<file path="config.mk">
export PLATFORM = sky130hd
export DESIGN_NAME = akr_merge_flat
export DESIGN_NICKNAME = d
export VERILOG_FILES = /design/src/rtl/core/akr_pkg.sv /design/src/rtl/core/akr_intf.sv /design/src/rtl/core/akr_merge.sv /design/src/flat_wrapper.sv
export SDC_FILE = /design/constraint.sdc
export NUM_CORES = 1
export LEC_CHECK = 0
export ABC_AREA = 1
export BUFFER_PORTS_ARGS = -buffer_cell sky130_fd_sc_hd__buf_2
export CELL_PAD_IN_SITES_DETAIL_PLACEMENT = 1
export CELL_PAD_IN_SITES_GLOBAL_PLACEMENT = 1
export CORE_MARGIN = 4
export CORE_UTILIZATION = 44
export CTS_CLUSTER_SIZE = 14
export DETAILED_ROUTE_END_ITERATION = 10
export GPL_ROUTABILITY_DRIVEN = 0
export PLACE_DENSITY_LB_ADDON = 0.1
export SYNTH_ARGS = -nofsm -noshare
export SYNTH_HDL_FRONTEND = slang
export SYNTH_SLANG_ARGS = --single-unit
</file>
<file path="constraint.sdc">
create_clock -name clock -period 5.37 [get_ports clock]
set_clock_uncertainty 0.05 [all_clocks]
set_input_delay 1.3425 -clock clock [delete_from_list [all_inputs] [get_ports clock]]
set_output_delay 1.3425 -clock clock [all_outputs]
set_load 0.02 [all_outputs]
</file>
<file path="src/rtl/core/akr_pkg.sv">
// ----------------------------------------------------------------------------
// akr_pkg
// Shared types, register codes and reset values for the accelerating key
// repeat core.
// ----------------------------------------------------------------------------
package akr_pkg;

   // key bitmap and time widths
   localparam int KEY_WIDTH          = 32;
   localparam int TIME_WIDTH         = 32;
   localparam int KEY_COUNT_DEFAULT  = 32;

   // configuration port
   localparam int CSR_INDEX_WIDTH    = 8;
   localparam int CSR_DATA_WIDTH     = 32;

   localparam logic [CSR_INDEX_WIDTH-1:0] REG_MIN_DELAY   = 8'd0;
   localparam logic [CSR_INDEX_WIDTH-1:0] REG_MAX_DELAY   = 8'd1;
   localparam logic [CSR_INDEX_WIDTH-1:0] REG_DELAY_STEP  = 8'd2;
   localparam logic [CSR_INDEX_WIDTH-1:0] REG_SHARED_MODE = 8'd3;

   // register reset values
   localparam logic [TIME_WIDTH-1:0] MIN_DELAY_RESET  = 32'd70;
   localparam logic [TIME_WIDTH-1:0] MAX_DELAY_RESET  = 32'd420;
   localparam logic [TIME_WIDTH-1:0] DELAY_STEP_RESET = 32'd70;

   // request commands
   localparam logic CMD_POLL  = 1'b0;
   localparam logic CMD_FLUSH = 1'b1;

   // repeat timing settings seen by every lane
   typedef struct packed {
      logic [TIME_WIDTH-1:0] min_delay;
      logic [TIME_WIDTH-1:0] max_delay;
      logic [TIME_WIDTH-1:0] delay_step;
   } akr_cfg_type;

   // per-poll control for the timer lanes
   typedef struct packed {
      logic                  restart;
      logic [TIME_WIDTH-1:0] restart_delay;
      logic                  step_en;
      logic [TIME_WIDTH-1:0] now;
   } akr_lane_ctl_type;

   // one result transaction
   typedef struct packed {
      logic [KEY_WIDTH-1:0] pulsed_keys;
      logic [KEY_WIDTH-1:0] held_keys;
   } akr_rsp_type;

endpackage

</file>
<file path="src/rtl/core/akr_intf.sv">


// repeat result channel
interface akr_rsp_if;
   logic                            valid;
   logic                            ready;
   logic [akr_pkg::KEY_WIDTH-1:0]   pulsed_keys;
   logic [akr_pkg::KEY_WIDTH-1:0]   held_keys;

   modport source (output valid, output pulsed_keys, output held_keys, input ready);
   modport sink   (input valid, input pulsed_keys, input held_keys, output ready);
endinterface


</file>
<file path="src/rtl/core/akr_merge.sv">
// ----------------------------------------------------------------------------
// akr_merge
// Combines the per-key and shared timer decisions into the result bitmaps
// and holds them in a two-entry output buffer.
// ----------------------------------------------------------------------------
module akr_merge #(
   parameter int LANES = akr_pkg::KEY_COUNT_DEFAULT
) (
   input  logic              clock,
   input  logic              reset,
   input  logic              push,
   input  logic              flush,
   input  logic              shared_mode,
   input  logic [LANES-1:0]  held,
   input  logic [LANES-1:0]  key_fire,
   input  logic              shared_fire,
   output logic              room,
   akr_rsp_if.source         rsp
);

   logic [akr_pkg::KEY_WIDTH-1:0] held_w;
   logic [akr_pkg::KEY_WIDTH-1:0] fire_w;
   akr_pkg::akr_rsp_type          entry;
   akr_pkg::akr_rsp_type          buf_ff [2];
   logic                          wr_ptr_ff;
   logic                          rd_ptr_ff;
   logic [1:0]                    count_ff;
   logic [1:0]                    count_in;
   logic                          pop;

   // widen lane bits to the full bitmap, absent keys read as zero
   for (genvar g = 0; g < akr_pkg::KEY_WIDTH; g++) begin : g_pad
      if (g < LANES) begin : g_key
         assign held_w[g] = held[g];
         assign fire_w[g] = key_fire[g];
      end else begin : g_none
         assign held_w[g] = 1'b0;
         assign fire_w[g] = 1'b0;
      end
   end

   // pick the shared or per-key decision, or an empty result on a flush
   always_comb begin
      if (flush) begin
         entry.pulsed_keys = '0;
         entry.held_keys   = '0;
      end else if (shared_mode) begin
         entry.pulsed_keys = shared_fire ? held_w : '0;
         entry.held_keys   = held_w;
      end else begin
         entry.pulsed_keys = fire_w & held_w;
         entry.held_keys   = held_w;
      end
   end

   // output buffer control
   assign room      = (count_ff != 2'd2);
   assign rsp.valid = (count_ff != 2'd0);
   assign pop       = rsp.valid && rsp.ready;

   always_comb begin
      count_in = count_ff;
      if (push && !pop) begin
         count_in = count_ff + 2'd1;
      end else if (pop && !push) begin
         count_in = count_ff - 2'd1;
      end
   end

   always_ff @(posedge clock) begin
      if (reset) begin
         wr_ptr_ff <= 1'b0;
         rd_ptr_ff <= 1'b0;
         count_ff  <= 2'd0;
      end else begin
         if (push) begin
            wr_ptr_ff <= ~wr_ptr_ff;
         end
         if (pop) begin
            rd_ptr_ff <= ~rd_ptr_ff;
         end
         count_ff <= count_in;
      end
   end

   // result storage
   always_ff @(posedge clock) begin
      if (push) begin
         buf_ff[wr_ptr_ff] <= entry;
      end
   end

   assign rsp.pulsed_keys = buf_ff[rd_ptr_ff].pulsed_keys;
   assign rsp.held_keys   = buf_ff[rd_ptr_ff].held_keys;

endmodule
</file>
<file path="src/flat_wrapper.sv">
// flat-port wrapper written by rule: the top's interface ports become plain ports
module akr_merge_flat 
#(
   parameter int LANES = akr_pkg::KEY_COUNT_DEFAULT
)
  (clock, reset, push, flush, shared_mode, held, key_fire, shared_fire, room, rsp_valid, rsp_pulsed_keys, rsp_held_keys, rsp_ready);
  akr_rsp_if rsp_i ();
  input  logic clock;
  input  logic reset;
  input  logic push;
  input  logic flush;
  input  logic shared_mode;
  input  logic [LANES-1:0] held;
  input  logic [LANES-1:0] key_fire;
  input  logic shared_fire;
  output logic room;
  output wire logic [$bits(rsp_i.valid)-1:0] rsp_valid;
  output wire logic [$bits(rsp_i.pulsed_keys)-1:0] rsp_pulsed_keys;
  output wire logic [$bits(rsp_i.held_keys)-1:0] rsp_held_keys;
  input wire logic [$bits(rsp_i.ready)-1:0] rsp_ready;
  assign rsp_valid = rsp_i.valid;
  assign rsp_pulsed_keys = rsp_i.pulsed_keys;
  assign rsp_held_keys = rsp_i.held_keys;
  assign rsp_i.ready = rsp_ready;
  akr_merge #(.LANES(LANES)) u_core (.clock(clock), .reset(reset), .push(push), .flush(flush), .shared_mode(shared_mode), .held(held), .key_fire(key_fire), .shared_fire(shared_fire), .room(room), .rsp(rsp_i));
endmodule
</file>
==> out/metrics.csv, run 1 <==
metric,value,unit
# DRC,0,
TritonCTS clock tree,done,
post-synthesis compound-gate area fraction,0.0438,
final HPWL from detailed placement,8420,um
Post-Synth Simple-Gate Area,0.0546,
Setup crit start kind,flop,
worst endpoint required time,3980,ps
clock sinks,133,
nets@finish,590,
DR pass1 iterations,4,
final slew viol count,0,
DR iter-0 viols,201,
syn_area_per_cell,15.6,sq um
Starting Density,0.456,
final hold violation count,0,
die width,123,um
MaxCap Viol Count,0,
cell area after layout,0.00716,sq mm
Worst-Skew Late Latency,410,ps
Total GRT Usage,0.176,
buffer and inverter count on the worst path,2,
HP Class,reg -> reg,
Max VDD drop,0.184,mV
IO Pins,137,
fin crit period,3710,ps
Synth area leaders,"edfxtp_1, mux2_4, a21boi_1",
layout cells sized above 1,0.452,
fill cell count,1303,
Netlist Area Pre-Place,0.00582,sq mm
largest family of logic cells by synthesized area,multiplexers,
worst setup path endpoint,rsp_held_keys[17],
Crit path depth,3,
worst path cell trace,"buf_4, mux2_4, buf_2",
Final ANT Viol Nets,0,
antenna diode count,0,
fin worst setup slack,1660,ps
pre-CTS setup slack,2060,ps
post-synth top area share,0.660,
mux contribution to synthesized area,0.162,
largest net degree at the start of global routing,50,
CTS Hold Bufs,0,
CP Capture Type,output pin,
initial antenna violation count,0,
CP max FO,46,
R2R Setup Slk,3300,ps
area grow syn2layout,23.1,%
WL per Instance,17.9,um
vias,3351,
Post-Synth Adder-Cell Area,0.00215,
Critical Path AT,2310,ps
most area-hungry cell type in the Yosys netlist,edfxtp_1,
Post-Syn Instances,373,
Core Box Area,0.0128,sq mm
Slew HR,0.261,
CP Class,reg -> out,
Chip Height,123,um
Seq cells post-synth,133,
post-cts resize count,0,
Rows,41,
final number of setup-violating endpoints,0,
first-pass GRT wire length,19700,um
CP max-delay cell,dfxtp_4,
vias in the first global route,3692,
depth of the CTS H-tree,4,
Longest Clk Path Bufs,2,
hold path start,u_core.rd_ptr_ff,
total gr overflow,0,
RSZ-0062 raised after global routing,false,
Port Buffers,136,
worst slew pin tran,1110,ps
R2R cell count,3,
Vias/cell,4.77,
max incr delay on CP,890,ps
FF-to-FF End,u_core.buf_ff[1][17],
die footprint,0.0151,sq mm
total setup buffers inserted after CTS,0,
clock root cell,clkbuf_16,
Pleak,3.02,nW
status,"finished, final reports clean",
number of library cell types mapped by synthesis,20,
xor/xnor cell area share of the yosys netlist,0,
Placed Area,0.00658,sq mm
final hold slack,463,ps
Routed WL,12600,um
power per cell area,391,mW/mm^2
Sum Neg Setup Slack,0,ps
"CP delay by family, top",flip-flops,
CTS Buf Count,17,
post-synthesis sequential area ratio,0.677,
Worst-path clk slew,50,ps
Syn Nets,445,
Max Clk Rate,270,MHz
Synth Warn #,0,
reg-to-reg startpoint,u_core.wr_ptr_ff,
fin crit share,0.690,
[cell type report]
cell class,count,area [sq um],share of cell area
clock buffers,17,425,0.0594
clock inverters,15,158,0.0220
inverters,41,154,0.0215
multi-input cells,183,1540,0.215
flip-flops and latches,133,3950,0.551
well taps,172,215,0.0300
repair buffers,142,726,0.101
[cell usage after synthesis (all sizes together)]
master    n
a21oi     2
inv      41
nor3      1
mux2     64
nand4     1
nand2    42
clkbuf    1
o21ai     1
nor2     37
dfxtp     5
ha        1
buf      15
nand3     2
edfxtp  128
a21boi   32
[cell families (layout without fill, tap and decap cells)]
group | count (synthesis) | after routing
AO/OA/AOI/OAI | 35 | 35
adder cells (fa/ha/maj) | 1 | 1
buffers and inverters | 57 | 215
flip-flops | 133 | 133
multiplexers | 64 | 64
AND/OR/NAND/NOR | 83 | 83
[flip-flops by register name, indices dropped and copies added, names as in the netlist, named ones only]
register and flops:
u_core.buf_ff 128, u_core.wr_ptr_ff 1, u_core.count_ff 2, u_core.rd_ptr_ff 1
[worst min-delay path by stage]
stage	endpoint	cells past startpoint	slack, ps
final	flop	2	460
after global routing	u_core.rd_ptr_ff	2	510
after CTS	u_core.rd_ptr_ff	2	470
after detailed placement	u_core.rd_ptr_ff	2	450
after global placement	u_core.rd_ptr_ff	2	430
after floorplan	flop	2	410
[cells in the final DEF (no fill, tap or decap), types with 2 or more instances in the layout]
cell type	n
a21boi_0	2
a21boi_1	30
a21oi_1	2
buf_2	136
buf_4	6
bufinv_16	2
clkbuf_16	17
clkinv_4	3
clkinvlp_4	6
dfxtp_1	4
edfxtp_1	128
inv_1	40
inv_6	2
mux2_2	4
mux2_4	60
nand2_1	42
nand3_1	2
nor2_1	36
[power breakdown]
| group | internal (W) | switching, W | leakage (nW) |
|---|---|---|---|
| Sequential | 0.00121 | 0.0000452 | 1.26 |
| Combinational | 0.000196 | 0.000233 | 1.50 |
| Clock | 0.000684 | 0.000434 | 0.266 |
| Total | 0.00209 | 0.000712 | 3.02 |
[per-layer routing]
metal,global-route usage,wire length [um]
met1,0.224,5440
met2,0.290,6320
met3,0.0444,666
met4,0.0685,155
met5,0,0
[worst reg2reg max path: stages, from the launching register on]
cell     delay, ps
dfxtp_1        380
nand2_1         80
inv_2          780
buf_4          450
[per-stage QoR]
stage               utilization  total power [W]  std cells
finish                    0.561          0.00280        703
global route              0.561          0.00292        703
CTS                       0.561          0.00283        703
detailed placement        0.515          0.00171        671
global placement          0.515          0.00170        671
floorplan                     -          0.00159        373
No activity file was read; power rests on OpenSTA's default activity.
==> run 2, diff against run 1 <==
--- a/config.mk
+++ b/config.mk
@@ -10,7 +10,7 @@
 export CELL_PAD_IN_SITES_DETAIL_PLACEMENT = 1
 export CELL_PAD_IN_SITES_GLOBAL_PLACEMENT = 1
 export CORE_MARGIN = 4
-export CORE_UTILIZATION = 44
+export CORE_UTILIZATION = 40
 export CTS_CLUSTER_SIZE = 14
 export DETAILED_ROUTE_END_ITERATION = 10
 export GPL_ROUTABILITY_DRIVEN = 0
==> constraint.sdc (replaced) <==
create_clock -name clock -period 3 [get_ports clock]
set_clock_uncertainty 0.05 [all_clocks]
set_input_delay 0.75 -clock clock [delete_from_list [all_inputs] [get_ports clock]]
set_output_delay 0.75 -clock clock [all_outputs]
set_load 0.02 [all_outputs]
==> run 2 against run 1 <==
- cell area is 0.79% lower
- global-route usage decreased by 1.7 points
- combinational power rose by 92%
- die area is 9.3% higher
- register-to-register slack lost 1700 ps
- worst hold slack better by 1.3 ps
- routed wire length shrank 0.91%
- non-clock buffer count did not move
- critical path depth unchanged
- critical endpoint is now rsp_held_keys[2]
- largest power group unchanged
==> out/metrics.csv, run 2 (same netlist as run 1, synthesis figures left out) <==
metric,value,unit,change
final slew viol count,0,,unchanged
CTS Hold Bufs,0,,unchanged
Critical Path AT,1800,ps,-510 ps
CP Class,reg -> out,,
antenna diode count,0,,unchanged
Clock Power Share,0.360,,-0.039
Slew HR,0.466,,+0.205
Flop pwr share,0.465,,+0.018
area grow syn2layout,22.1,%,
IO Pins,137,,unchanged
DR iter-0 viols,140,,-30%
vias,3375,,+0.72%
Worst-path clk slew,50,ps,about the same
Routed WL,12500,um,-0.91%
number of placed cells counting well taps,679,,+1.2%
max FFs per register,128,,unchanged
CP max FO,29,,-37%
power per cell area,664,mW/mm^2,+70%
RSZ-0062 raised after global routing,false,,
MaxCap Viol Count,0,,unchanged
die footprint,0.0165,sq mm,+9.3%
Port Buffers,136,,unchanged
Max VDD drop,0.356,mV,+93%
CP Capture Type,output pin,,
Pleak,3.01,nW,-0.55%
Total GRT Usage,0.159,,-0.0169
final hold slack,464,ps,+1.25 ps
final HPWL from detailed placement,7970,um,-5.3%
Rows,43,,+4.9%
CTS Buf Count,17,,unchanged
first-pass GRT wire length,19600,um,-0.21%
DR pass1 iterations,4,,unchanged
total gr overflow,0,,unchanged
depth of the CTS H-tree,4,,unchanged
TritonCTS clock tree,done,,
clock root cell,clkbuf_16,,
status,"finished, final reports clean",,
fin crit period,2600,ps,
final hold violation count,0,,unchanged
Placed Area,0.00663,sq mm,+0.72%
# DRC,0,,unchanged
Worst-Skew Late Latency,400,ps,about the same
post-cts resize count,0,,unchanged
worst endpoint required time,2200,ps,-1780 ps
largest register by flop count,u_core.buf_ff,,
HP Class,reg -> reg,,
Final Non-Filler Cells,709,,+0.85%
Vias/cell,4.76,,-0.14%
vias in the first global route,3761,,+1.9%
nets@finish,590,,unchanged
"commonest non-fill, non-tap cells in the layout","buf_2, edfxtp_1, mux2_4",,
largest net degree at the start of global routing,61,,+22%
Core Box Area,0.0140,sq mm,+9.9%
WL per Instance,17.6,um,-1.8%
Net Sw Power,0.00118,W,+65%
Internal Power,0.00354,W,+70%
Sum Neg Setup Slack,0,ps,unchanged
"commonest non-fill, non-tap cell in the layout",buf_2,,
clock sinks,133,,unchanged
Switching Fraction,0.250,,-0.00466
post-layout util,0.506,,-0.0547
Max Clk Rate,385,MHz,
fin crit share,0.867,,
worst slew pin tran,801,ps,-308 ps
Chip Height,129,um,+4.6%
Starting Density,0.415,,-0.0412
fill cell count,1446,,+11%
total setup buffers inserted after CTS,0,,unchanged
final number of setup-violating endpoints,0,,unchanged
Final ANT Viol Nets,0,,unchanged
layout cells sized above 1,0.435,,-0.0172
initial antenna violation count,1,,+1
cell area after layout,0.00711,sq mm,-0.79%
biggest regs,"u_core.buf_ff x128, u_core.count_ff x2",,
Longest Clk Path Bufs,2,,unchanged
Setup crit start kind,flop,,
die width,129,um,+4.6%
Comb pwr share,0.175,,+0.022
run 2: routing by layer:
metal,part of all wire,vias to the layer above,GRT usage
met5,0.00056,-,0
met4,0.013,2,0.0587
met3,0.071,14,0.0560
met2,0.50,97,0.263
met1,0.41,1650,0.192
li1,-,1612,-
run 2: final timing paths:
kind,slack [ps],depth (start not counted),startpoint,to
worst min register to register,460,2,u_core.rd_ptr_ff,u_core.rd_ptr_ff
worst max-delay path,400,3,flop,rsp_held_keys[2]
worst min-delay path,460,2,u_core.rd_ptr_ff,u_core.rd_ptr_ff
worst max register to register,1610,3,u_core.wr_ptr_ff,u_core.buf_ff[1][15]
run 2: final cells by class:
| class | count | area (sq um) | share of cell area |
|---|---|---|---|
| clock buffer | 20 | 437 | 0.0614 |
| clock inverter | 10 | 42.5 | 0.00598 |
| inverter | 41 | 154 | 0.0217 |
| multi-input combinational | 183 | 1540 | 0.217 |
| sequential | 133 | 3950 | 0.555 |
| tap | 180 | 225 | 0.0317 |
| timing repair buffer | 142 | 763 | 0.107 |
run 2: worst max-delay path, stage by stage (launching register included):
cell and delay, ps:
dfxtp_4 350, buf_4 460, mux2_2 410, buf_2 160
run 2: per-stage QoR:
stage	power, W	setup slack, ps
final	0.00472	400
after global routing	0.00494	331
after CTS	0.00478	365
after global placement	0.00306	820
after floorplan	0.00285	95.3
after detailed placement	0.00307	813
run 2: power groups by stage:
stage / combinational, W / clock (W) / sequential, W
global route: 0.000890 / 0.00185 / 0.00220
detailed placement: 0.000841 / 0 / 0.00223
finish: 0.000824 / 0.00170 / 0.00219
CTS: 0.000844 / 0.00174 / 0.00220
floorplan: 0.000628 / 0 / 0.00222
global placement: 0.000833 / 0 / 0.00222
