==> src/rtl/core/akr_pkg.sv <==
// ----------------------------------------------------------------------------
// akr_pkg
// Shared types, register codes and reset values for the accelerating key
// repeat core.
// ----------------------------------------------------------------------------
package akr_pkg;

   // key bitmap and time widths
   localparam int KEY_WIDTH          = 32;
   localparam int TIME_WIDTH         = 32;
   localparam int KEY_COUNT_DEFAULT  = 32;

   // configuration port
   localparam int CSR_INDEX_WIDTH    = 8;
   localparam int CSR_DATA_WIDTH     = 32;

   localparam logic [CSR_INDEX_WIDTH-1:0] REG_MIN_DELAY   = 8'd0;
   localparam logic [CSR_INDEX_WIDTH-1:0] REG_MAX_DELAY   = 8'd1;
   localparam logic [CSR_INDEX_WIDTH-1:0] REG_DELAY_STEP  = 8'd2;
   localparam logic [CSR_INDEX_WIDTH-1:0] REG_SHARED_MODE = 8'd3;

   // register reset values
   localparam logic [TIME_WIDTH-1:0] MIN_DELAY_RESET  = 32'd70;
   localparam logic [TIME_WIDTH-1:0] MAX_DELAY_RESET  = 32'd420;
   localparam logic [TIME_WIDTH-1:0] DELAY_STEP_RESET = 32'd70;

   // request commands
   localparam logic CMD_POLL  = 1'b0;
   localparam logic CMD_FLUSH = 1'b1;

   // repeat timing settings seen by every lane
   typedef struct packed {
      logic [TIME_WIDTH-1:0] min_delay;
      logic [TIME_WIDTH-1:0] max_delay;
      logic [TIME_WIDTH-1:0] delay_step;
   } akr_cfg_type;

   // per-poll control for the timer lanes
   typedef struct packed {
      logic                  restart;
      logic [TIME_WIDTH-1:0] restart_delay;
      logic                  step_en;
      logic [TIME_WIDTH-1:0] now;
   } akr_lane_ctl_type;

   // one result transaction
   typedef struct packed {
      logic [KEY_WIDTH-1:0] pulsed_keys;
      logic [KEY_WIDTH-1:0] held_keys;
   } akr_rsp_type;

endpackage

==> src/rtl/core/akr_timer_lane.sv <==
// ----------------------------------------------------------------------------
// akr_timer_lane
// One repeat timer: holds a delay and the time of the last pulse, decides
// whether a held key fires and shortens the delay after each repeat.
// ----------------------------------------------------------------------------
module akr_timer_lane (
   input  logic                       clock,
   input  logic                       reset,
   input  akr_pkg::akr_cfg_type       cfg,
   input  akr_pkg::akr_lane_ctl_type  ctl,
   input  logic                       held,
   input  logic                       prev_held,
   output logic                       fire
);

   logic [akr_pkg::TIME_WIDTH-1:0] delay_ff;
   logic [akr_pkg::TIME_WIDTH-1:0] delay_in;
   logic [akr_pkg::TIME_WIDTH-1:0] last_ff;
   logic [akr_pkg::TIME_WIDTH-1:0] last_in;
   logic [akr_pkg::TIME_WIDTH-1:0] elapsed;
   logic [akr_pkg::TIME_WIDTH-1:0] shrunk;
   logic                           repeating;
   logic                           due;

   // elapsed time wraps modulo 2^32
   assign elapsed   = ctl.now - last_ff;
   assign due       = (elapsed >= delay_ff);
   assign repeating = held && prev_held;

   // shorten the delay, saturating at the minimum
   assign shrunk = ((delay_ff > cfg.min_delay) &&
                    ((delay_ff - cfg.min_delay) > cfg.delay_step)) ?
                   (delay_ff - cfg.delay_step) : cfg.min_delay;

   // fire on a fresh press or on a repeat that is due
   assign fire = repeating ? due : held;

   // next timer state
   always_comb begin
      delay_in = delay_ff;
      last_in  = last_ff;
      if (ctl.restart) begin
         delay_in = ctl.restart_delay;
         last_in  = '0;
      end else if (ctl.step_en) begin
         if (repeating) begin
            if (due) begin
               delay_in = shrunk;
               last_in  = ctl.now;
            end
         end else begin
            delay_in = cfg.max_delay;
            last_in  = ctl.now;
         end
      end
   end

   always_ff @(posedge clock) begin
      if (reset) begin
         delay_ff <= akr_pkg::MAX_DELAY_RESET;
         last_ff  <= '0;
      end else begin
         delay_ff <= delay_in;
         last_ff  <= last_in;
      end
   end

endmodule

==> config.mk <==
export PLATFORM = sky130hd
export DESIGN_NAME = akr_timer_lane
export DESIGN_NICKNAME = d
export VERILOG_FILES = /design/src/rtl/core/akr_pkg.sv /design/src/rtl/core/akr_timer_lane.sv
export SDC_FILE = /design/constraint.sdc
export NUM_CORES = 1
export LEC_CHECK = 0
export BUFFER_PORTS_ARGS = -buffer_cell sky130_fd_sc_hd__buf_4
export CAP_MARGIN = 20
export CORE_ASPECT_RATIO = 1.75
export CORE_UTILIZATION = 29
export DETAILED_ROUTE_END_ITERATION = 12
export GPL_TIMING_DRIVEN = 1
export PLACE_DENSITY = 0.55
export SETUP_SLACK_MARGIN = 0.1
export SYNTH_ARGS = -nofsm -noshare
export SYNTH_HDL_FRONTEND = slang
export SYNTH_SLANG_ARGS = --single-unit
==> constraint.sdc <==
create_clock -name clock -period 7.1 [get_ports clock]
set_input_delay 0.71 -clock clock [delete_from_list [all_inputs] [get_ports clock]]
set_output_delay 0.71 -clock clock [all_outputs]
set_load 0.01 [all_outputs]
==> results, run 1 <==
- The power density over cell area is 162 nW/um^2.
- The mean cell area of the mapped netlist is 7.39 um^2.
- The share of power burned in combinational logic is 54.1%.
- The wire length of the first global-routing pass is 47.7 mm.
- Relative to the synthesized area, the layout overhead comes to 20.0%.
- The total via count after detailed routing is 9592.
- The cell area after technology mapping is 9700 um^2.
- The destination of the worst hold path is last_ff[26]$_SDFFE_PP0P_.
- The reported leakage power is 5.51 nW.
- In this run the vertical extent of the chip is 244 um.
- At the pin with the least slew margin, the transition time is 1.02 ns.
- Net switching is 39.6% of the power.
- Registers are responsible for 21.8% of the overall power.
- The total routing usage reported by global routing is 17.9%.
- The kind of end point of the critical path is a register.
- The routed wire length per instance is 16.6 um.
- The register area share after synthesis is 13.2%.
- The tightest min-delay check is of the register to register type.
- After clock tree synthesis, the clock-pin slew on the worst setup and hold paths is 0.05 ns.
- The violation count after the first detailed-route iteration is 290.
- The clock buffer count from CTS is 9.
- The required time at the endpoint of the critical path is 7.34 ns.
- Summing the areas of all fa, ha and maj instances in the mapped netlist gives 21.0% of the synthesized area.
- Entering global routing, the biggest net connects 69 pins.
- Of all flip-flops after synthesis, the portion carrying an async set or reset was 0%.
- The reg-to-reg startpoint is delay_ff[8]$_SDFFE_PP1P_.
- Of all cell types, the one taking the most synthesized area is sky130_fd_sc_hd__ha_1.
- The DRC violation count after routing is 0.
- The number of cell instances on the worst register-to-register path is 24.
- The clock arrives with 0.00628 ns of skew.
- Among all flip-flop cells after synthesis, the most frequent one is sky130_fd_sc_hd__dfxtp_1.
- The slack of the worst reg-to-reg path is 0.75 ns.
- The final-stage net count is 1779.
- The depth of the worst hold-timing path is 2.
- TritonCTS built the clock tree.
- After floorplanning, the core was sized to cover 32900 um^2.
- The initial antenna violation count is 0.
- The clock group share of total power is 24.1%.
- After synthesis, the share of cell area in mux cells is 3.72%.
- Clock tree synthesis selected as its root buffer the cell sky130_fd_sc_hd__clkbuf_16.
- In the final layout, the share of cells above drive strength 1 is 15.3%.
- The remaining antenna violation count is 0.
- Of the total synthesized cell area, the portion taken by AND, OR, NAND and NOR gates is 16.6%.
- The critical path data arrival time is 6.72 ns.
- In this run the core area contains 88 standard-cell rows.
- Synthesis handed over a netlist of 1312 instances.
- The clock tree synthesis step divided the H-tree into 3 levels.
- The first detailed-routing pass took 5 iterations.
- The count of state elements after synthesis is 64.
- The count of flip-flops with a built-in enable after synthesis is 0.
- The overall power is 0.00188 W.
- Summed over all layers, the global routing overflow is 0.
- The number of different library cells in the post-synthesis netlist is 74.
- The routed wire length is 30.9 mm.
- The area share of the largest cell type after synthesis is 20.4%.
- The area of the die is 34200 um^2.
- After detailed routing, the number of vias per cell comes to 5.15.
- Subtracting the final worst setup slack from the clock period gives 6.48 ns.
- The internal power of the cells is 0.00114 W.
- The later pin in the worst-skew pair is clocked with a latency of 0.35 ns.
- The share of the synthesized area in compound gates (AO/OA/AOI/OAI) is 30.0%.
- From left edge to right edge, the die measures 140 um.
- The placer's final routability congestion estimate is 0.895.
- The path type of the worst setup path is input pin to register.
- Input and output buffers added on the ports amount to 166.
- The number of diodes is 0.
- For this run, the number of Yosys warnings is 0.
- The maximum fanout along the worst path is 43.
- The total count of max-transition violations in the final report came to 0.
- In this run the tightest slew margin relative to its limit is 31.8%.
- The delay of the slowest cell on the worst path is 0.54 ns.
- The final period utilization is 91.3%.
- Detailed placement ended at an HPWL of 26.6 mm.
- For the final routed database, the setup TNS stands at 0 ns.
- The most common cell in the synthesized netlist is sky130_fd_sc_hd__inv_1.
- The via count of the first global-routing pass came to 9341.
- For this design the top-level I/O count stands at 167.
- Setup violations remaining at the end of the flow were counted as 0.
- The tool flagged a number of max-cap violations equal to 0.
- After Yosys synthesis, XOR and XNOR cells account for 7.05% of the synthesized area.
- STA classifies the critical path startpoint as an input pin.
- The net switching power figure is 0.000745 W.
- The startpoint of the most critical hold path is last_ff[26]$_SDFFE_PP0P_.
- By count the netlist is led by sky130_fd_sc_hd__inv_1, sky130_fd_sc_hd__ha_1, sky130_fd_sc_hd__a21oi_1.
- VDD sags by at most 0.0000995 V.
- By area, the combinational part of the netlist is dominated by compound AO/OA/AOI/OAI gates.
- Based on the critical path, the design can be clocked at up to 154 MHz.
- The effective utilization at floorplan is 29.5%.
- The maximum root-to-sink buffer count is 2.
- The number of nets in the synthesized netlist is 1639.
- In the post-synthesis netlist, the biggest area contributors are sky130_fd_sc_hd__ha_1, sky130_fd_sc_hd__dfxtp_1, sky130_fd_sc_hd__a21oi_1.
- The flow ran to the end, and the final reports show no timing, DRC or antenna violations.
- The slowest stage of the critical path is the sky130_fd_sc_hd__a2111oi_0 cell.
- The clock net in this run drives a total of 64 sinks.
- The final-report hold violation count is 0.
- The endpoint of the worst register-to-register path is delay_ff[5]$_SDFFE_PP1P_.
- Setup repair after global routing left no endpoint under its margin.
per-stage QoR:
| step | area (um^2) | utilization (%) | std cells | setup WS, ns | hold slack [ns] |
|---|---|---|---|---|---|
| 6_report | 11600 | 35.3 | 1862 | 0.616 | 0.491 |
| 5_1_grt | 11600 | 35.3 | 1862 | 0.192 | 0.521 |
| 4_1_cts | 11600 | 35.3 | 1859 | 0.211 | 0.496 |
| 3_5_place_dp | 11300 | 34.3 | 1843 | -0.339 | 0.485 |
| 3_3_place_gp | 11300 | 34.3 | 1843 | -0.352 | 0.473 |
| 2_1_floorplan | 9700 | - | 1312 | 1.94 | 0.459 |
area by class of cell:
cell class,instances,area (um^2)
well taps,405,507
multi-input cells,1042,7620
clock buffers,13,260
repair buffers,175,1330
clock inverters,3,40.0
flip-flops and latches,64,1280
fillers,3509,21300
inverters,160,601
power by group through the flow:
stage	clock network [W]	logic, W	registers, W
global route	0.000477	0.00114	0.000413
floorplan	0	0.000745	0.000406
CTS	0.000469	0.00102	0.000409
detailed placement	0	0.00101	0.000417
global placement	0	0.00101	0.000416
finish	0.000454	0.00102	0.000410
metal layers:
metal	part of all wire (%)	GRT usage (%)	vias to the layer above	routed length, um
met3	3.2	2.06	47	981
met5	0	0	-	0
met4	4.1	8.99	0	1270
met2	51	32.8	188	15700
met1	42	20.0	4372	12900
li1	-	-	4985	-
worst max-delay path, delay by kind of cell:
family	cells	cell delay [ns]
AND/OR/NAND/NOR	4	0.80
XOR/XNOR	1	0.08
AO/OA/AOI/OAI	14	3.70
buffers and inverters	5	0.71
adder cells (fa/ha/maj)	2	0.67
cell usage in the layout (no fill, tap or decap), types with 5 or more instances in the layout:
cell type,netlist,final
sky130_fd_sc_hd__dfxtp_1,64,64
sky130_fd_sc_hd__nand3_1,16,16
sky130_fd_sc_hd__xor2_1,26,26
sky130_fd_sc_hd__nand2_1,77,77
sky130_fd_sc_hd__a221oi_2,11,11
sky130_fd_sc_hd__a221oi_1,8,8
sky130_fd_sc_hd__clkbuf_16,0,9
sky130_fd_sc_hd__o211ai_1,12,12
sky130_fd_sc_hd__nor2_1,137,137
sky130_fd_sc_hd__nor3_1,18,18
sky130_fd_sc_hd__a21oi_1,140,140
sky130_fd_sc_hd__o21a_1,16,16
sky130_fd_sc_hd__a211o_1,22,22
sky130_fd_sc_hd__o21ai_0,60,60
sky130_fd_sc_hd__o21bai_1,7,7
sky130_fd_sc_hd__a211oi_1,19,19
sky130_fd_sc_hd__a41oi_1,5,5
sky130_fd_sc_hd__nor2b_1,16,16
sky130_fd_sc_hd__nand4_1,21,21
sky130_fd_sc_hd__buf_4,3,174
sky130_fd_sc_hd__nand2b_1,11,11
sky130_fd_sc_hd__a21o_1,52,52
sky130_fd_sc_hd__or3_1,6,6
sky130_fd_sc_hd__a31oi_1,12,12
sky130_fd_sc_hd__xnor2_1,52,52
sky130_fd_sc_hd__or2_2,7,7
sky130_fd_sc_hd__and3_1,8,8
sky130_fd_sc_hd__mux2i_1,36,36
sky130_fd_sc_hd__inv_1,160,160
sky130_fd_sc_hd__and4_1,6,6
sky130_fd_sc_hd__and2_1,8,7
sky130_fd_sc_hd__ha_1,158,158
sky130_fd_sc_hd__o21ai_1,5,5
sky130_fd_sc_hd__o31ai_1,6,6
sequential cells by signal (all words and copies together) (netlist names):
register and count:
delay_ff 32, last_ff 32
cell families after synthesis:
group | count (synthesis)
multiplexers | 36
XOR/XNOR | 78
adder cells (fa/ha/maj) | 161
AND/OR/NAND/NOR | 344
AO/OA/AOI/OAI | 423
flip-flops | 64
buffers and inverters | 206
worst max-delay path by stage:
| stage | from | to | slack [ns] | depth (start not counted) |
|---|---|---|---|---|
| CTS | cfg[72] | delay_ff[5]$_SDFFE_PP1P_ | 0.21 | 25 |
| finish | cfg[72] | delay_ff[5]$_SDFFE_PP1P_ | 0.62 | 26 |
| detailed placement | cfg[72] | delay_ff[5]$_SDFFE_PP1P_ | -0.34 | 25 |
| floorplan | ctl[0] | delay_ff[17]$_SDFFE_PP0P_ | 1.94 | 24 |
| global route | cfg[72] | delay_ff[3]$_SDFFE_PP0P_ | 0.19 | 25 |
| global placement | cfg[72] | delay_ff[5]$_SDFFE_PP1P_ | -0.35 | 25 |
what timing repair did:
action                                 in CTS  in global routing
setup endpoints to repair                  17                 28
buffers inserted                            0                  3
endpoints found under the hold margin       0                  0
gates resized for setup                     1                  0
hold buffers                                0                  0
pin swaps                                   0                  1
Note: power is estimated with default switching activity, not from simulation.
==> inputs of run 2 (changes only) <==
--- a/config.mk
+++ b/config.mk
@@ -5,14 +5,17 @@
 export SDC_FILE = /design/constraint.sdc
 export NUM_CORES = 1
 export LEC_CHECK = 0
+export ABC_AREA = 1
 export BUFFER_PORTS_ARGS = -buffer_cell sky130_fd_sc_hd__buf_4
 export CAP_MARGIN = 20
 export CORE_ASPECT_RATIO = 1.75
 export CORE_UTILIZATION = 29
 export DETAILED_ROUTE_END_ITERATION = 12
 export GPL_TIMING_DRIVEN = 1
+export MAX_ROUTING_LAYER = met4
 export PLACE_DENSITY = 0.55
 export SETUP_SLACK_MARGIN = 0.1
+export SKIP_LAST_GASP = 1
 export SYNTH_ARGS = -nofsm -noshare
 export SYNTH_HDL_FRONTEND = slang
 export SYNTH_SLANG_ARGS = --single-unit
==> results, run 2 <==
- The core region is 35300 um^2.
- The largest registers in the layout are delay_ff x32, last_ff x32.
- The worst clock skew is 0.00848 ns.
- The DRC violation count after routing is 0.
- The highest attainable clock frequency is 172 MHz.
- After the last flow step, the layout net total stands at 2197.
- The floorplan step defined a die boundary enclosing 36600 um^2.
- At the worst endpoint, the arrival time is 6.08 ns.
- The final-report hold violation count is 0.
- The worst voltage drop across the vdd grid is 0.000175 V.
- The number of buffers inserted to repair setup after CTS is 0.
- The most repeated cell in the gate-level netlist after synthesis is sky130_fd_sc_hd__nand2_1.
- In the layout the commonest cells are sky130_fd_sc_hd__nand2_1, sky130_fd_sc_hd__inv_1, sky130_fd_sc_hd__a21oi_1.
- The via count of the first global-routing pass was 11800.
- TritonCTS created 9 clock buffers.
- After clock tree synthesis, the clock-pin slew on the worst setup and hold paths is 0.06 ns.
- The number of different library cells in the post-synthesis netlist is 45.
- Summed over its instances, the top area cell type makes up 19.0% of the synthesized netlist area.
- In this run, the number of DRC markers left after iteration 0 of detailed routing was 372.
- The share of post-route cells with drive strength above 1 is 12.6%.
- The initial antenna violation count is 0.
- The delay of the slowest cell on the worst path is 0.64 ns.
- Summed over all cells, the static leakage comes to 6.39 nW.
- The clock net sink count is 64.
- The worst pin sits at a relative slew slack of 49.0%.
- Counting instances in the post-synthesis netlist gives the leading cell types as sky130_fd_sc_hd__nand2_1, sky130_fd_sc_hd__inv_1, sky130_fd_sc_hd__a21oi_1.
- Of all flip-flops after synthesis, the portion carrying an async set or reset was 0%.
- For this run the aggregate overflow at the end of global routing stands at 0.
- The total via count after detailed routing is 11400.
- The routed wire length per instance is 17.6 um.
- Including well taps, the total number of placed cells is 2324.
- The mean cell area of the mapped netlist is 6.05 um^2.
- The flip-flop cell with the highest count after synthesis is sky130_fd_sc_hd__dfxtp_1.
- The congestion estimate from routability-driven global placement came to 0.924.
- TritonCTS built the clock tree.
- By area the synthesized netlist is led by sky130_fd_sc_hd__ha_1, sky130_fd_sc_hd__nand2_1, sky130_fd_sc_hd__dfxtp_1.
- The number of resized instances in the post-cts repair step is 0.
- Data on the critical path is required at its endpoint by 7.38 ns.
- The path class of the tightest hold or removal check is register to register.
- The maximum root-to-sink buffer count is 2.
- In this run the worst path has a maximum fanout of 51.
- The repair_antennas step left the layout with diodes totalling 0.
- The worst path in the final design needs a cycle of 5.80 ns, including I/O delays and setup.
- Excluding fillers, the count of instances in the completed layout stands at 2340.
- The floorplan has 91 rows.
- The kind of start point of the critical path is an input pin.
- The library cell occupying the most area in the post-synthesis netlist is sky130_fd_sc_hd__ha_1.
- The count of warnings emitted by yosys is 0.
- The count of hold-fix buffers inserted at cts is 0.
- The number of buffers inserted by port buffering is 166.
- The final critical path takes up 81.7% of the cycle.
- The insertion delay to the later sink of the worst-skew pair is 0.36 ns.
- The wire length of the first global-routing pass is 62.7 mm.
- Total power for the finished layout comes to 0.00213 W.
- The CTS root buffer is sky130_fd_sc_hd__clkbuf_16.
- The tool flagged a number of max-cap violations equal to 0.
- The slew at the pin closest to its max-slew limit is 0.764 ns.
- The remaining antenna violation count is 0.
- The number of optimization iterations in the first detailed-route pass is 4.
- The layout-stage area growth over the synthesis result is 20.2%.
- The H-tree generated during clock tree synthesis spans 3 levels.
- For this design the ratio of total power to cell area is 170 nW/um^2.
- The count of flip-flops with a built-in enable after synthesis is 0.
- Entering global routing, the biggest net connects 52 pins.
- The number of cells produced by synthesis is 1716.
- The vertical die dimension is 252 um.
- The summed negative setup slack over all endpoints is 0 ns.
- Global routing used 23.2% of the available tracks.
- The routed wire length is 41.1 mm.
- The synthesized netlist occupies a cell area of 10400 um^2.
- The standard cell with the maximum stage delay on the critical path is sky130_fd_sc_hd__nand3_4.
- Setup repair after global routing left no endpoint under its margin.
- The number of buffers and inverters on the critical path is 6.
- The cell type group with the largest total delay on the critical path is simple AND/OR/NAND/NOR gates.
- The number of nets handed over by synthesis was 2043.
- The critical path is of the input pin to register type.
- The initial utilization of the core area, before any placement, comes to 29.4%.
- The count of state elements after synthesis is 64.
- The HPWL after detailed placement is 36.5 mm.
- Leaving out fill and tap cells, the most frequent cell in the layout is sky130_fd_sc_hd__nand2_1.
- The average via count per standard cell is 4.88.
- The flow ran to the end, and the final reports show no timing, DRC or antenna violations.
- The total count of max-transition violations in the final report is 0.
- Sequential elements use 12.3% of the synthesized area.
- The worst setup path is captured at a register.
- Among the stages of the critical path, the cell type that occurs most often is sky130_fd_sc_hd__nand2_1.
- The horizontal die dimension is 145 um.
- Setup violations remaining at the end of the flow were counted as 0.
- The I/O pin total is 167.
- The filler cell count is 4050.
[run 2: layout make-up]
cell class | instances | area, um^2 | area share, %
multi-input combinational | 1350 | 7930 | 63.5
timing repair buffer | 173 | 1300 | 10.4
clock buffer | 9 | 225 | 1.80
inverter | 272 | 1020 | 8.18
tap | 465 | 582 | 4.66
sequential | 64 | 1280 | 10.3
clock inverter | 7 | 144 | 1.15
[run 2: final timing paths]
| kind | startpoint | endpoint | slack, ns | cells after the start |
|---|---|---|---|---|
| min | last_ff[23]$_SDFFE_PP0P_ | last_ff[23]$_SDFFE_PP0P_ | 0.45 | 2 |
| max reg2reg | delay_ff[5]$_SDFFE_PP1P_ | delay_ff[22]$_SDFFE_PP0P_ | 1.50 | 25 |
| max | cfg[70] | delay_ff[22]$_SDFFE_PP0P_ | 1.30 | 27 |
| min reg2reg | last_ff[23]$_SDFFE_PP0P_ | last_ff[23]$_SDFFE_PP0P_ | 0.45 | 2 |
[run 2: worst register-to-register path, cell delays in order, from the launching register on]
cell and delay (ns):
sky130_fd_sc_hd__dfxtp_1 0.42, sky130_fd_sc_hd__ha_1 0.33, sky130_fd_sc_hd__nand2_1 0.10, sky130_fd_sc_hd__nand2_1 0.07
sky130_fd_sc_hd__a21oi_1 0.16, sky130_fd_sc_hd__nand2_2 0.11, sky130_fd_sc_hd__a21boi_1 0.43, sky130_fd_sc_hd__o21bai_1 0.17
sky130_fd_sc_hd__a21oi_1 0.56, sky130_fd_sc_hd__o21ai_0 0.29, sky130_fd_sc_hd__xor2_1 0.21, sky130_fd_sc_hd__ha_1 0.29
sky130_fd_sc_hd__nand2_1 0.09, sky130_fd_sc_hd__nor2_1 0.17, sky130_fd_sc_hd__nand2_1 0.07, sky130_fd_sc_hd__inv_1 0.09
sky130_fd_sc_hd__nand3b_1 0.11, sky130_fd_sc_hd__inv_1 0.07, sky130_fd_sc_hd__nand2_1 0.05, sky130_fd_sc_hd__nand2_1 0.24
sky130_fd_sc_hd__nand3_4 0.64, sky130_fd_sc_hd__inv_2 0.44, sky130_fd_sc_hd__nand3_1 0.11, sky130_fd_sc_hd__nand2_1 0.09
sky130_fd_sc_hd__nand3_1 0.07, sky130_fd_sc_hd__a21oi_1 0.18
[run 2: power by group]
part           leakage (nW)  internal [W]  switching, W  total, W
clock network         0.172      0.000379      0.000182  0.000561
registers             0.528      0.000387     0.0000305  0.000417
logic                  5.69      0.000435      0.000713   0.00115
[run 2: cells by family after synthesis]
family | share of synthesized area (%)
adder cells (fa/ha/maj) | 19.6
buffers and inverters | 11.3
XOR/XNOR | 6.49
flip-flops | 12.3
AND/OR/NAND/NOR | 30.0
AO/OA/AOI/OAI | 20.2
[run 2: per-layer routing]
| layer | up-vias | wire length [um] | GRT usage (%) |
|---|---|---|---|
| met4 | 0 | 2520 | 13.7 |
| met5 | - | 0 | - |
| met1 | 5126 | 15200 | 22.1 |
| li1 | 5964 | - | - |
| met3 | 96 | 1140 | 1.70 |
| met2 | 240 | 22200 | 45.2 |
[run 2: stage by stage]
step	utilization (%)	instance area (um^2)	worst slack, ns	hold slack, ns
global placement	34.3	12100	0.961	0.441
detailed placement	34.3	12100	1.00	0.448
finish	35.4	12500	1.30	0.453
global route	35.4	12500	0.971	0.469
floorplan	-	10400	2.98	0.433
CTS	35.4	12500	1.36	0.457
